===== src/hdl/bcw_pkg.sv =====
// Shared constants and pipeline control types for the box-corner witness test.
// No dependencies; every other file of the block imports this package.
package bcw_pkg;

  localparam int unsigned NUM_AXES    = 3;
  localparam int unsigned NUM_CORNERS = 8;
  localparam int unsigned LANE_BITS   = 2;

  // Lane bit positions in lanes_requested and lanes_open.
  localparam int unsigned LANE_Q3 = 0;
  localparam int unsigned LANE_Q4 = 1;

  // Pipeline stage positions.
  localparam int unsigned NUM_STAGES = 6;
  localparam int unsigned STG_DIFF   = 0;
  localparam int unsigned STG_PROD   = 1;
  localparam int unsigned STG_SUM    = 2;
  localparam int unsigned STG_PART   = 3;
  localparam int unsigned STG_ACC    = 4;
  localparam int unsigned STG_OUT    = 5;

  // Load enables of the per-corner geometry stages.
  typedef struct packed {
    logic diff;
    logic prod;
    logic sum;
  } geom_en_t;

  // Load enables of the split wide multiplier.
  typedef struct packed {
    logic part;
    logic acc;
  } mul_en_t;

endpackage


===== src/hdl/bcw_wide_mul.sv =====
// Unsigned wide multiplier split into four half-width partial products.
// Stage one registers the partial products, stage two adds them. Depends on bcw_pkg.
module bcw_wide_mul import bcw_pkg::*; #(
  parameter int unsigned HALF_BITS = 19
) (
  input  logic                    clk_i,
  input  mul_en_t                 en_i,
  input  logic [2*HALF_BITS-1:0]  a_i,
  input  logic [2*HALF_BITS-1:0]  b_i,
  output logic [4*HALF_BITS-1:0]  p_o
);

  localparam int unsigned FW = 2 * HALF_BITS;
  localparam int unsigned PW = 4 * HALF_BITS;

  logic [HALF_BITS-1:0] a_hi, a_lo, b_hi, b_lo;
  logic [FW-1:0]        hh_q, hl_q, lh_q, ll_q;
  logic [FW:0]          mid;
  logic [PW-1:0]        p_q;

  assign {a_hi, a_lo} = a_i;
  assign {b_hi, b_lo} = b_i;

  // The cross terms share one weight, so they are added before shifting.
  assign mid = {1'b0, hl_q} + {1'b0, lh_q};

  always_ff @(posedge clk_i) begin
    if (en_i.part) begin
      hh_q <= a_hi * b_hi;
      hl_q <= a_hi * b_lo;
      lh_q <= a_lo * b_hi;
      ll_q <= a_lo * b_lo;
    end
    if (en_i.acc) begin
      p_q <= {hh_q, ll_q} + {{(HALF_BITS-1){1'b0}}, mid, {HALF_BITS{1'b0}}};
    end
  end

  assign p_o = p_q;

endmodule


===== config.mk =====
export PLATFORM = sky130hd
export DESIGN_NAME = bcw_wide_mul
export DESIGN_NICKNAME = d
export VERILOG_FILES = /design/src/hdl/bcw_pkg.sv /design/src/hdl/bcw_wide_mul.sv
export SDC_FILE = /design/constraint.sdc
export NUM_CORES = 2
export LEC_CHECK = 0
export ABC_CLOCK_PERIOD_IN_PS = 16200
export BUFFER_PORTS_ARGS = -buffer_cell sky130_fd_sc_hd__buf_2
export CAP_MARGIN = 20
export CORE_MARGIN = 4
export CORE_UTILIZATION = 55
export DETAILED_ROUTE_END_ITERATION = 8
export PLACE_DENSITY_LB_ADDON = 0.15
export SETUP_SLACK_MARGIN = 0.15
export SLEW_MARGIN = 20
export SYNTH_ARGS = -nofsm -noshare
export SYNTH_HDL_FRONTEND = slang
export SYNTH_SLANG_ARGS = --single-unit

===== constraint.sdc =====
create_clock -name clk_i -period 16.2 [get_ports clk_i]
set_input_delay 0.81 -clock clk_i [delete_from_list [all_inputs] [get_ports clk_i]]
set_output_delay 0.81 -clock clk_i [all_outputs]
set_load 0.02 [all_outputs]

==> run metrics <==
outcome=completed; maxcap violations=0; number of global-route vias before repair=45,700; Resize count post-CTS=0; drt drc=0; Post-CTS Setup Bufs=0; Core Box Area=0.107 mm2; kind of critical path=input port to flop; GRT Overall Usage=28.6%; DIE WIDTH=336 um; vias per inst=5.49; Setup TNS=0 ps; Ys Warns=0; Final Hold Viols=0; clk_lat worst skew=600 ps; post-layout minimum cycle time=7140 ps; Antenna Nets Post-Route=0; Setup crit start kind=input port; initial antenna violation count=21; DRT Wirelength=155 mm; Worst-Margin Slew=1100 ps; Netlist Area Pre-Place=0.0592 mm2; final clock skew=33.6 ps; share of layout cells above drive strength 1=4.36%; full die area=0.113 mm2; Layout Nets=8,119; IO Count=155; synth-to-layout area growth=4.18%; CTS root buffer=clkbuf_16; Seq/Total Area, Yosys=11.6%; flop-to-flop setup slack=9800 ps; Max H-tree Level=1; WL/cell=20.0 um; TritonRoute pass-1 iters=6; relative slew slack=26.0%; GR Overflow Total=0; CTS tree=yes; Worst-path clk slew=60 ps; Final Wtd Congestion=0.907; synthesized net count=8,235; Post-synth EDFFs=228; Max Slew Vio Count=0; maximum clock rate=140 MHz; IO Port Bufs=154; die height=336 um; #FFs+latches synth=228; Worst Setup End Kind=flop; CTS buffer count=27; Clock Path Buffers=3; clk sinks=228; vias post-DR=42,500; fin crit share=44.0%; ys flop type=edfxtp_1; endpoints failing setup=0; Detailed Place HPWL=118 mm; number of hold buffers added after CTS=0; DRT iter0 DRCs=2,860; Crit path arrival time=7450 ps; Tightest Hold Check Type=flop to flop; largest net degree at the start of global routing=66; Starting Density=55.3%; cells after synthesis=6,433; most frequent cells in the layout=inv_1, fa_1, and2_1; Async SR Flop Fraction=0%; RSZ-0062 raised after global routing=no; critical-path maximum fanout=38; Synth cell types=85; most common cell after layout, fill and taps aside=inv_1; syn_area_per_cell=9.21 um2; CP required=16,520 ps; row count=120; first-pass GRT wire length=251 mm
[Yosys cell counts (7+ instances only)]
master	instances	area [um2]
xnor2_1	149	1310
fa_1	1154	23100
or2_2	8	50.1
nand4_1	33	206
nor2_1	107	402
a211oi_1	26	195
a31oi_1	17	106
nor3_1	29	145
a21oi_1	170	851
a21o_1	121	908
nand2_1	752	2820
edfxtp_1	228	6850
o31ai_1	13	97.6
a31o_2	8	70.1
inv_1	1474	5530
and3_1	27	169
ha_1	569	7120
nand3_1	48	240
xor2_1	66	578
nor2b_1	18	113
nand2b_1	18	113
o21ai_0	69	345
o21bai_1	32	240
and2_1	788	4930
o21a_1	25	188
and4_1	7	61.3
clkbuf_1	337	1260
o21ai_1	21	105
a221oi_1	7	61.3
o211ai_1	8	60.1
[metal layers]
| layer | GRT usage [%] | vias to the layer above | share of wire, % |
|---|---|---|---|
| met5 | 0 | - | 0.051 |
| met4 | 7.99 | 12 | 3.0 |
| met3 | 5.34 | 297 | 8.3 |
| met2 | 46.1 | 1465 | 46 |
| met1 | 39.8 | 21600 | 43 |
| li1 | - | 19200 | - |
[worst max-delay path, stage by stage]
cell and delay, ps:
buf_2 710, and2_1 250, fa_1 440, fa_1 510, inv_1 50, fa_1 480
inv_1 50, fa_1 500, fa_1 550, inv_1 50, fa_1 470, inv_1 40
ha_1 350, a21o_1 210, a211oi_1 350, nor2b_1 230, a311oi_1 110, o41ai_2 410
o21ai_1 200, a311oi_2 390, o21ai_1 120, xor2_1 150
[stage by stage]
step	utilization (%)	hold WS, ps	worst slack, ps	instance area (um2)	cells
finish	57.6	417	9060	61700	7743
global route	57.6	428	8710	61700	7738
CTS	57.6	420	9130	61700	7738
detailed placement	56.8	407	8530	60800	7691
global placement	56.8	403	8640	60800	7691
floorplan	-	400	9260	59200	6433
[registers in the layout, summed over array words and instances, names as in the netlist]
register / count
lh_q: 38
hl_q: 38
ll_q: 38
p_o: 76
hh_q: 38
[cell families (layout without fill, tap and decap cells)]
group                      Yosys count  in the layout  share of synthesized area (%)
AOI/OAI and AO/OA                  597            597                           6.82
xor gates and xnor gates           215            215                           3.18
adders and majority gates         1723           1723                           51.0
buffers and inverters             1815           1717                           11.5
DFF                                228            228                           11.6
muxes                                3              3                         0.0528
other                                0              5                              0
and+or+nand+nor                   1852           1852                           15.8
[path summary, 6_finish.rpt]
| check | start | end | depth (start not counted) |
|---|---|---|---|
| max | a_i[31] | hh_q[36]$_DFFE_PP_ | 22 |
| min | ll_q[7]$_DFFE_PP_ | p_o[7]$_DFFE_PP_ | 0 |
| max reg2reg | hl_q[0]$_DFFE_PP_ | p_o[75]$_DFFE_PP_ | 21 |
| min reg2reg | ll_q[7]$_DFFE_PP_ | p_o[7]$_DFFE_PP_ | 0 |
[final cells by class]
class                           instances  area [um2]
Timing Repair Buffer                  196        1090
Inverter                             1474        5530
Sequential cell                       228        6850
Multi-Input combinational cell       4390       45600
Fill cell                            9549       45400
Antenna cell                            5        12.5
Tap cell                             1403        1760
Clock inverter                         15         186
Clock buffer                           32         694
Power is not shown: default switching activity piles up to over one toggle a cycle in this logic, so the estimate is an artifact.
